File: src/hdl/cssr_pkg.sv
// ----------------------------------------------------------------------------
// Clipped span setup package
// Shared widths, codes, coordinate types and the box clip helpers.
// ----------------------------------------------------------------------------
`default_nettype none

package cssr_pkg;

    localparam int C_WIDTH   = 640;
    localparam int C_HEIGHT  = 480;
    localparam int C_CW      = 18;
    localparam int C_LANES   = 4;
    localparam int C_LW      = $clog2(C_LANES);
    localparam int C_IN_DW   = 88;
    localparam int C_IN_UW   = 3;
    localparam int C_OUT_DW  = 64;
    localparam int C_IDX_W   = 2;
    localparam int C_CFG_DW  = 10;

    localparam logic [9:0] C_WIN_W_RST = 10'd640;
    localparam logic [8:0] C_WIN_H_RST = 9'd480;

    typedef logic signed [C_CW-1:0] t_crd;

    typedef enum logic [1:0] {
        CMD_PIXEL,
        CMD_LINE,
        CMD_FILL,
        CMD_OUTLINE
    } t_cmd;

    typedef enum logic [C_IDX_W-1:0] {
        REG_WIN_X,
        REG_WIN_Y,
        REG_WIN_W,
        REG_WIN_H
    } t_reg_idx;

    typedef struct packed {
        t_crd xl;
        t_crd yl;
        t_crd xh;
        t_crd yh;
    } t_box;

    typedef struct packed {
        logic [7:0] red;
        logic [7:0] green;
        logic [7:0] blue;
    } t_color;

    typedef struct packed {
        logic vis;
        t_box box;
    } t_clip;

    function automatic t_box order_box(t_crd xa, t_crd ya, t_crd xb, t_crd yb);
        t_box b;
        b.xl = (xa < xb) ? xa : xb;
        b.xh = (xa < xb) ? xb : xa;
        b.yl = (ya < yb) ? ya : yb;
        b.yh = (ya < yb) ? yb : ya;
        return b;
    endfunction

    // Clips an ordered box to [0, w-1] x [0, h-1].
    function automatic t_clip clip_box(t_box b, t_crd w, t_crd h);
        t_clip c;
        t_crd  wm1;
        t_crd  hm1;
        wm1   = w - t_crd'(1);
        hm1   = h - t_crd'(1);
        c.box = b;
        c.vis = !(b.xh < t_crd'(0) || b.yh < t_crd'(0) || b.xl >= w || b.yl >= h);
        if (b.xl < t_crd'(0)) c.box.xl = t_crd'(0);
        if (b.yl < t_crd'(0)) c.box.yl = t_crd'(0);
        if (b.xh > wm1) c.box.xh = wm1;
        if (b.yh > hm1) c.box.yh = hm1;
        c.vis = c.vis && (c.box.xl <= c.box.xh) && (c.box.yl <= c.box.yh);
        return c;
    endfunction

endpackage

`default_nettype wire

File: src/hdl/clipped_span_rect_setup_top.sv
// ----------------------------------------------------------------------------
// Clipped span setup: an input transfer reaches its descriptors through registered stages.
// A command enters every cycle unless the pipeline stalls; one with n visible span blocks
// holds the output register until its n lanes are shown one by one (an outline up to four).
// Synchronous active-low reset empties the pipeline and sets the window to 0, 0, 640, 480.
// ----------------------------------------------------------------------------
`default_nettype none

module clipped_span_rect_setup_top #(
    parameter int WIDTH  = cssr_pkg::C_WIDTH,
    parameter int HEIGHT = cssr_pkg::C_HEIGHT
) (
    input  logic                          i_clk,
    input  logic                          i_rst_n,
    input  logic                          s_axis_tvalid,
    output logic                          s_axis_tready,
    // x_first, y_first, x_second, y_second, red, green, blue
    input  logic [cssr_pkg::C_IN_DW-1:0]  s_axis_tdata,
    // cmd, window_mode
    input  logic [cssr_pkg::C_IN_UW-1:0]  s_axis_tuser,
    output logic                          m_axis_tvalid,
    input  logic                          m_axis_tready,
    // base_addr, run_length, row_count, span_red, span_green, span_blue
    output logic [cssr_pkg::C_OUT_DW-1:0] m_axis_tdata,
    output logic                          m_axis_tlast,
    input  logic                          i_cfg_valid,
    output logic                          o_cfg_ready,
    input  logic [cssr_pkg::C_IDX_W-1:0]  i_cfg_index,
    input  logic [cssr_pkg::C_CFG_DW-1:0] i_cfg_data
);
    import cssr_pkg::*;

    localparam int   XW   = $clog2(WIDTH);
    localparam int   YW   = $clog2(HEIGHT);
    localparam int   PW   = XW + YW + 1;
    localparam t_crd SW   = t_crd'(WIDTH);
    localparam t_crd SH   = t_crd'(HEIGHT);
    localparam t_crd SHM1 = t_crd'(HEIGHT - 1);

    logic [9:0] r_win_x;
    logic [8:0] r_win_y;
    logic [9:0] r_win_w;
    logic [8:0] r_win_h;
    t_crd       w_wx, w_wy, w_ww, w_wh;

    logic [8:1] r_v;
    logic [8:1] w_rdy;

    t_cmd               r_cmd1;
    logic               r_rel1;
    logic signed [15:0] r_xf1, r_yf1, r_xs1, r_ys1;
    t_color             r_col1;

    t_box [C_LANES-1:0] n_box2, r_box2;
    logic [C_LANES-1:0] n_en2, r_en2;
    logic               r_rel2;
    t_color             r_col2;

    t_box [C_LANES-1:0] n_box3, r_box3;
    logic [C_LANES-1:0] n_en3, r_en3;
    logic               r_rel3;
    t_color             r_col3;

    t_box [C_LANES-1:0] n_box4, r_box4;
    logic [C_LANES-1:0] r_en4;
    t_color             r_col4;

    t_box [C_LANES-1:0] n_box5, r_box5;
    logic [C_LANES-1:0] n_en5, r_en5;
    t_color             r_col5;

    logic [C_LANES-1:0][XW-1:0] n_x6, r_x6;
    logic [C_LANES-1:0][YW-1:0] n_row6, r_row6;
    logic [C_LANES-1:0][9:0]    n_run6, r_run6;
    logic [C_LANES-1:0][8:0]    n_rows6, r_rows6;
    logic [C_LANES-1:0]         r_en6;
    t_color                     r_col6;

    logic [C_LANES-1:0][PW-1:0] n_prod7, r_prod7;
    logic [C_LANES-1:0][XW-1:0] r_x7;
    logic [C_LANES-1:0][9:0]    r_run7;
    logic [C_LANES-1:0][8:0]    r_rows7;
    logic [C_LANES-1:0]         r_en7;
    t_color                     r_col7;

    logic [C_LANES-1:0][20:0]   n_base8, r_base8;
    logic [C_LANES-1:0][9:0]    r_run8;
    logic [C_LANES-1:0][8:0]    r_rows8;
    logic [C_LANES-1:0]         r_m8;
    t_color                     r_col8;

    logic [C_LW-1:0]    w_sel;
    logic [C_LANES-1:0] w_rest;
    logic               w_xfer;
    logic               w_done8;

    assign o_cfg_ready = 1'b1;

    always_ff @(posedge i_clk) begin
        if (!i_rst_n) begin
            r_win_x <= '0;
            r_win_y <= '0;
            r_win_w <= C_WIN_W_RST;
            r_win_h <= C_WIN_H_RST;
        end else if (i_cfg_valid && o_cfg_ready) begin
            case (t_reg_idx'(i_cfg_index))
                REG_WIN_X: r_win_x <= i_cfg_data;
                REG_WIN_Y: r_win_y <= i_cfg_data[8:0];
                REG_WIN_W: r_win_w <= i_cfg_data;
                REG_WIN_H: r_win_h <= i_cfg_data[8:0];
                default: ;
            endcase
        end
    end

    assign w_wx = {8'd0, r_win_x};
    assign w_wy = {9'd0, r_win_y};
    assign w_ww = {8'd0, r_win_w};
    assign w_wh = {9'd0, r_win_h};

    // Stall chain: a stage takes new data when it is empty or its content moves on.
    always_comb begin
        w_rdy[8] = !r_v[8] || w_done8;
        for (int k = 1; k < 8; k++) begin
            w_rdy[k] = !r_v[k] || w_rdy[k+1];
        end
    end
    assign s_axis_tready = w_rdy[1];

    always_ff @(posedge i_clk) begin
        if (!i_rst_n) begin
            r_v <= '0;
        end else begin
            if (w_rdy[1]) r_v[1] <= s_axis_tvalid;
            for (int k = 2; k <= 8; k++) begin
                if (w_rdy[k]) r_v[k] <= r_v[k-1];
            end
        end
    end

    // Split each command into up to four boxes with ordered corners.
    always_comb begin
        t_crd xf, yf, xs, ys;
        xf     = t_crd'(r_xf1);
        yf     = t_crd'(r_yf1);
        xs     = t_crd'(r_xs1);
        ys     = t_crd'(r_ys1);
        n_box2 = '0;
        n_en2  = '0;
        case (r_cmd1)
            CMD_PIXEL: begin
                n_box2[0] = order_box(xf, yf, xf, yf);
                n_en2     = 4'b0001;
            end
            CMD_LINE: begin
                n_box2[0] = order_box(xf, yf, xs, ys);
                n_en2     = {3'b000, (yf == ys) || (xf == xs)};
            end
            CMD_FILL: begin
                n_box2[0] = order_box(xf, yf, xs, ys);
                n_en2     = 4'b0001;
            end
            CMD_OUTLINE: begin
                n_box2[0] = order_box(xf, yf, xs, yf);
                n_box2[1] = order_box(xf, ys, xs, ys);
                n_box2[2] = order_box(xf, yf, xf, ys);
                n_box2[3] = order_box(xs, yf, xs, ys);
                n_en2     = 4'b1111;
            end
            default: begin
                n_en2 = '0;
            end
        endcase
    end

    always_comb begin
        t_clip c;
        for (int i = 0; i < C_LANES; i++) begin
            c = clip_box(r_box2[i], w_ww, w_wh);
            if (r_rel2) begin
                n_box3[i] = c.box;
                n_en3[i]  = r_en2[i] && c.vis;
            end else begin
                n_box3[i] = r_box2[i];
                n_en3[i]  = r_en2[i];
            end
        end
    end

    always_comb begin
        for (int i = 0; i < C_LANES; i++) begin
            n_box4[i] = r_box3[i];
            if (r_rel3) begin
                n_box4[i].xl = r_box3[i].xl + w_wx;
                n_box4[i].xh = r_box3[i].xh + w_wx;
                n_box4[i].yl = r_box3[i].yl + w_wy;
                n_box4[i].yh = r_box3[i].yh + w_wy;
            end
        end
    end

    always_comb begin
        t_clip c;
        for (int i = 0; i < C_LANES; i++) begin
            c         = clip_box(r_box4[i], SW, SH);
            n_box5[i] = c.box;
            n_en5[i]  = r_en4[i] && c.vis;
        end
    end

    always_comb begin
        t_crd d_row, d_run, d_rows;
        for (int i = 0; i < C_LANES; i++) begin
            d_row      = SHM1 - r_box5[i].yl;
            d_run      = r_box5[i].xh - r_box5[i].xl + t_crd'(1);
            d_rows     = r_box5[i].yh - r_box5[i].yl + t_crd'(1);
            n_x6[i]    = r_box5[i].xl[XW-1:0];
            n_row6[i]  = d_row[YW-1:0];
            n_run6[i]  = d_run[9:0];
            n_rows6[i] = d_rows[8:0];
        end
    end

    always_comb begin
        for (int i = 0; i < C_LANES; i++) begin
            n_prod7[i] = PW'(r_row6[i]) * PW'(WIDTH);
        end
    end

    always_comb begin
        for (int i = 0; i < C_LANES; i++) begin
            n_base8[i] = 21'({r_prod7[i] + PW'(r_x7[i]), 2'b00});
        end
    end

    always_ff @(posedge i_clk) begin
        if (w_rdy[1]) begin
            r_cmd1 <= t_cmd'(s_axis_tuser[1:0]);
            r_rel1 <= s_axis_tuser[2];
            r_xf1  <= s_axis_tdata[15:0];
            r_yf1  <= s_axis_tdata[31:16];
            r_xs1  <= s_axis_tdata[47:32];
            r_ys1  <= s_axis_tdata[63:48];
            r_col1 <= {s_axis_tdata[71:64], s_axis_tdata[79:72], s_axis_tdata[87:80]};
        end
        if (w_rdy[2]) begin
            r_box2 <= n_box2;
            r_en2  <= n_en2;
            r_rel2 <= r_rel1;
            r_col2 <= r_col1;
        end
        if (w_rdy[3]) begin
            r_box3 <= n_box3;
            r_en3  <= n_en3;
            r_rel3 <= r_rel2;
            r_col3 <= r_col2;
        end
        if (w_rdy[4]) begin
            r_box4 <= n_box4;
            r_en4  <= r_en3;
            r_col4 <= r_col3;
        end
        if (w_rdy[5]) begin
            r_box5 <= n_box5;
            r_en5  <= n_en5;
            r_col5 <= r_col4;
        end
        if (w_rdy[6]) begin
            r_x6    <= n_x6;
            r_row6  <= n_row6;
            r_run6  <= n_run6;
            r_rows6 <= n_rows6;
            r_en6   <= r_en5;
            r_col6  <= r_col5;
        end
        if (w_rdy[7]) begin
            r_prod7 <= n_prod7;
            r_x7    <= r_x6;
            r_run7  <= r_run6;
            r_rows7 <= r_rows6;
            r_en7   <= r_en6;
            r_col7  <= r_col6;
        end
        if (w_rdy[8]) begin
            r_base8 <= n_base8;
            r_run8  <= r_run7;
            r_rows8 <= r_rows7;
            r_m8    <= r_en7;
            r_col8  <= r_col7;
        end else if (w_xfer) begin
            r_m8 <= w_rest;
        end
    end

    // The lowest lane still pending goes out next; the last one carries tlast.
    always_comb begin
        w_sel = '0;
        for (int i = C_LANES - 1; i >= 0; i--) begin
            if (r_m8[i]) w_sel = C_LW'(i);
        end
        w_rest = r_m8 & ~(C_LANES'(1) << w_sel);
    end

    assign m_axis_tvalid = r_v[8] && (|r_m8);
    assign m_axis_tlast  = ~|w_rest;
    assign m_axis_tdata  = {r_col8.blue, r_col8.green, r_col8.red,
                            r_rows8[w_sel], r_run8[w_sel], r_base8[w_sel]};
    assign w_xfer        = m_axis_tvalid && m_axis_tready;
    assign w_done8       = r_v[8] && ((~|r_m8) || (w_xfer && (~|w_rest)));

endmodule

`default_nettype wire

File: config.mk
export PLATFORM = sky130hd
export DESIGN_NAME = clipped_span_rect_setup_top
export DESIGN_NICKNAME = d
export VERILOG_FILES = /design/src/hdl/cssr_pkg.sv /design/src/hdl/clipped_span_rect_setup_top.sv
export SDC_FILE = /design/constraint.sdc
export NUM_CORES = 2
export LEC_CHECK = 0
export BUFFER_PORTS_ARGS = -buffer_cell sky130_fd_sc_hd__buf_2
export CAP_MARGIN = 10
export CORE_AREA = 2 2 368 370
export CTS_CLUSTER_DIAMETER = 40
export DETAILED_ROUTE_END_ITERATION = 6
export DIE_AREA = 0 0 370 372
export PLACE_DENSITY = 0.81
export SLEW_MARGIN = 40
export SYNTH_ARGS = -nofsm -noshare
export SYNTH_HDL_FRONTEND = slang
export SYNTH_SLANG_ARGS = --single-unit
File: constraint.sdc
create_clock -name i_clk -period 11.3 [get_ports i_clk]
set_input_delay 2.26 -clock i_clk [delete_from_list [all_inputs] [get_ports i_clk]]
set_output_delay 2.26 -clock i_clk [all_outputs]
set_load 0.005 [all_outputs]
; ---- After elaboration in Yosys (flattened, before gate mapping)
; Cells that the tools add are included.
[op_classes]
addsub = 42
mul = 4
div_mod_pow = 0
order_cmp = 75
eq_ne = 8
shift = 1
muxes = 60
bitwise_logic = 2
reduce_logical = 91
[op_table]
columns = operator, count
row1 = $mux W18, 34
row2 = $mux W72, 8
row3 = $lt A18 B1 Y1 const B, 24
row4 = $le A18 B18 Y1, 15
row5 = $pmux W72 S3, 1
row6 = $add A18 B10 Y18, 8
row7 = $add A18 B11 Y18, 8
row8 = $add A19 B10 Y19, 4
row9 = $ge A18 B10 Y1 const B, 4
row10 = $ge A18 B11 Y1 const B, 4
row11 = $gt A18 B10 Y1 const B, 4
row12 = $gt A18 B11 Y1 const B, 4
row13 = $lt A16 B1 Y1 const B, 3
row14 = $mul A9 B3 Y12 const B, 4
row15 = $bmux W21 S2, 1
row16 = $add A10 B2 Y10 const B, 4
row17 = $sub A10 B10 Y10, 4
row18 = $add A9 B2 Y9 const B, 4
row19 = $ge A18 B10 Y1, 2
row20 = $ge A18 B11 Y1, 2
row21 = $gt A18 B10 Y1, 2
row22 = $gt A18 B11 Y1, 2
row23 = $sub A7 B9 Y9 const A, 4
row24 = $sub A9 B9 Y9, 4
row25 = other kinds (31), 129
[totals]
reg_bits = 1723
latch_bits = 0
mem_bits_rw = 0
mem_bits_ro = 0
in_bits = 108
output_inout_bits = 68
elab_cells = 437
n_memories = 0

; ---- Longest topological paths before layout
[logic_depth]
depth_word = 20
mapped_depth = 26
mapped_depth_nobuf = 24

; ---- Worst setup path after synthesis
; OpenSTA, ideal clock, no wires.
[synth_path]
kind = input-to-reg
start = in m_axis_tready
end = reg r_box3[0] (netlist name), enable pin
setup_time_ns = 1.985
arrival_ns = 7.264
required_ns = 9.315
path_slack_ns = 2.051
path_stages = 4
path_buffers = 0
cell_sequence = a21oi_1 and2_0 and4_1 nand2_1
[synth_via]
elab_chain_cells = 10
[synth_rtl]
columns = item, line_no
row1 = from (decl), clipped_span_rect_setup_top.sv:22  ; input logic m_axis_tready,
row2 = $logic_and A1 B1 Y1, clipped_span_rect_setup_top.sv:308  ; assign w_xfer = m_axis_tvalid && m_axis_tready;
row3 = $logic_and A1 B1 Y1, clipped_span_rect_setup_top.sv:309  ; assign w_done8 = r_v[8] && ((~|r_m8) || (w_xfer && (~|w_rest)));
row4 = $logic_or A1 B1 Y1, clipped_span_rect_setup_top.sv:309
row5 = $logic_and A1 B1 Y1, clipped_span_rect_setup_top.sv:309
row6 = $logic_or A1 B1 Y1, clipped_span_rect_setup_top.sv:123  ; w_rdy[8] = !r_v[8] || w_done8;
row7 = $logic_or A1 B1 Y1 (5 in a row), clipped_span_rect_setup_top.sv:125  ; w_rdy[k] = !r_v[k] || w_rdy[k+1];
row8 = net w_rdy (one bit), clipped_span_rect_setup_top.sv:47  ; logic [8:1] w_rdy;
row9 = to (signal assigned), clipped_span_rect_setup_top.sv:253  ; r_box3 <= n_box3;
row10 = to (decl), clipped_span_rect_setup_top.sv:59  ; t_box [C_LANES-1:0] n_box3, r_box3;
; The timed path passes the listed nets, and every way through them passes these cells.
; A chain may end at the register's enable or synchronous reset.

; ---- Worst setup path after layout
[layout_path]
start = in m_axis_tready
end = out s_axis_tready
[layout_via]
elab_chain_cells = 12
[layout_rtl]
columns = item, line_no
row1 = $logic_and A1 B1 Y1, clipped_span_rect_setup_top.sv:308
row2 = $logic_and A1 B1 Y1, clipped_span_rect_setup_top.sv:309
row3 = $logic_or A1 B1 Y1, clipped_span_rect_setup_top.sv:309
row4 = $logic_and A1 B1 Y1, clipped_span_rect_setup_top.sv:309
row5 = $logic_or A1 B1 Y1, clipped_span_rect_setup_top.sv:123
row6 = $logic_or A1 B1 Y1 (7 in a row), clipped_span_rect_setup_top.sv:125
row7 = to (decl), clipped_span_rect_setup_top.sv:16  ; output logic s_axis_tready,
; Every way passes these cells.

==> reports/qor.yml <==
worstSetupEndpointType: "primary output"
min_from: "r_col2[4]$_DFFE_PP_"
cts_inserted_buffers: 180
rows: 135
grt_pass1_wl_mm: 281
max-slew-margin-rel: 0.403
ir_drop_mv: 0.166
finalSetupTns_ns: 0
grt_max_degree: 168
wl_per_cell_um: 21.9
dpl.hpwl_mm: 135
synth_cell_type_count: 86
status: "finished, final reports clean"
clk_pin_slew_ns: 0.06
final_cells: 8391
synth_top_cell_area_share: 0.563
layout-drive-gt1-share: 0.121
total_leakage_power_uw: 0.0383
fin_crit_ns: 7.19
io_pins: 176
die_x_um: 370
powerDensity_mw_per_mm2: 190
area_delta_synth_final_pct: 12.0
crit_type: "in -> out"
dieArea_sq_mm: 0.138
synth_top_area_cell: "edfxtp_1"
worstReg2RegStart: "r_win_w[1]$_SDFFE_PN0P_"
grt_overflow: 0
slew_violations: 0
routed_via_density: 5.92
dieHeight_um: 372
yosysMostFrequentCell: "edfxtp_1"
initialDrtViolationCount: 4763
port_buffers: 172
grt_pass1_vias: 48500
crit_arrival_ns: 4.93
netlist_area_sq_mm: 0.0799
first_pass_iters: 6
core_sq_mm: 0.134
antenna_found_initial: 6
holdBufCountCts: 0
ant_nets: 0
synth_ff_type: "edfxtp_1"
yosysSeqAreaShare: 0.574
clockBufferDepth: 3
vias: 49600
setup-violations-final: 0
critPathLaunch: "m_axis_tready"
finish.utilization: 0.666
synth-edff-count: 1497
max_freq_mhz: 139
crit_path_start_kind: "input port"
avgSynthCellArea_sq_um: 12.9
finalNetCount: 7321
cts_tree: "done"
htree_levels: 4
rsz0062_at_grt: "no"
drv_cap: 0
initial_core_util: 0.595
finalCritPeriodShare: 0.636
place_inst: 8046
fin_worst_skew_ns: 0.0951
power.total_uw: 17000
insertion_delay_ns: 0.85
drc_errors: 0
syn_inst: 6211
synth.top_cells.by_area: "edfxtp_1 56%, ha_1 11%, nor2b_1 2.5%"
post-cts-setup-buffer-count: 0
cts_root_buf: "clkbuf_16"
synthTopCellsByCount: "1497 x edfxtp_1, 732 x ha_1, 429 x inv_1"
cts_sinks: 1543
path_max_fanout: 26
synth-seq-cells: 1543
gp_congestion: 0.944
min_path_type: "reg -> reg"
postCtsResizedCells: 0
yosysWarnings: 0
worstPathRequired_ns: 9.04
routed_wl_mm: 184
async_flop_share: 0
finalHoldViolations: 0
grt_use_total: 0.268
tightest_slew_ns: 0.887
## registers in the layout, indices dropped and copies added, names as in the netlist, 27 cells and up
| signal | count |
|---|---|
| r_base8 | 76 |
| r_box5 | 94 |
| n_x6 | 40 |
| r_rows8 | 27 |
| r_rows6 | 27 |
| r_box4 | 252 |
| r_box2 | 176 |
| r_run8 | 40 |
| r_x7 | 40 |
| r_row6 | 27 |
| r_prod7 | 36 |
| r_box3 | 228 |
| r_run7 | 40 |
| r_x6 | 40 |
| r_rows7 | 27 |
| r_run6 | 40 |
## cells in the final DEF, fill, tap and decap left out, drive strengths merged, types with 108 or more instances in the layout
cell	count
mux2	163
clkbuf	211
a21o	141
nand2	409
and2	158
inv	461
nor2	217
nor2b	316
ha	732
a21oi	291
mux2i	108
xor2	108
buf	225
xnor2	209
o21ai	236
edfxtp	1497
## stage by stage
stage,hold slack (ns),area [sq um],setup slack (ns)
after detailed placement,0.405,82900,3.99
after floorplan,0.400,79900,2.05
after global placement,0.400,82800,4.11
final,0.400,89400,4.11
after global routing,0.405,89400,3.93
after CTS,0.400,89300,3.99
## area by class of cell
cell class,instances,area (sq um)
clock inverter,127,1730
clock buffer,211,4650
antenna,1,2.50
sequential,1543,45900
tap,1781,2230
fill,9301,44900
multi-input combinational,4072,31900
timing repair buffer,225,1380
inverter,431,1650
## layer usage
layer,track usage,vias to the layer above,part of all wire
met3,0.0376,362,0.071
met1,0.389,23900,0.44
met5,0,-,0.00038
met2,0.410,1842,0.44
met4,0.108,12,0.040
li1,-,23500,-
## path summary, 6_finish.rpt
kind | endpoint | slack [ns] | cells past startpoint
max | s_axis_tready | 4.11 | 7
min | r_col3[4]$_DFFE_PP_ | 0.40 | 0
max reg2reg | r_en3[1]$_DFFE_PP_ | 4.54 | 23
min reg2reg | r_col3[4]$_DFFE_PP_ | 0.40 | 0
## cells by family after synthesis
kind of cell / synth area share
multiplexers: 0.0451
XOR/XNOR: 0.0359
buffers and inverters: 0.0285
AO/OA/AOI/OAI: 0.0907
other: 0.0000941
AND/OR/NAND/NOR: 0.103
flip-flops: 0.574
adder cells (fa/ha/maj): 0.122
## power by group
part | internal [uW] | leakage (uW) | switching, uW | total [uW]
clock network | 3530 | 0.00306 | 2440 | 5970
logic | 1340 | 0.0181 | 1600 | 2940
registers | 7490 | 0.0171 | 575 | 8060
total | 12300 | 0.0383 | 4620 | 17000
## worst max-delay path, stage by stage
cell and delay [ns]:
buf_2 0.11, a21oi_2 0.41, and2_0 0.62, and4_1 0.53, and3_1 0.44, nand2_4 0.30, buf_2 0.23
Note: power is estimated with default switching activity, not from simulation.
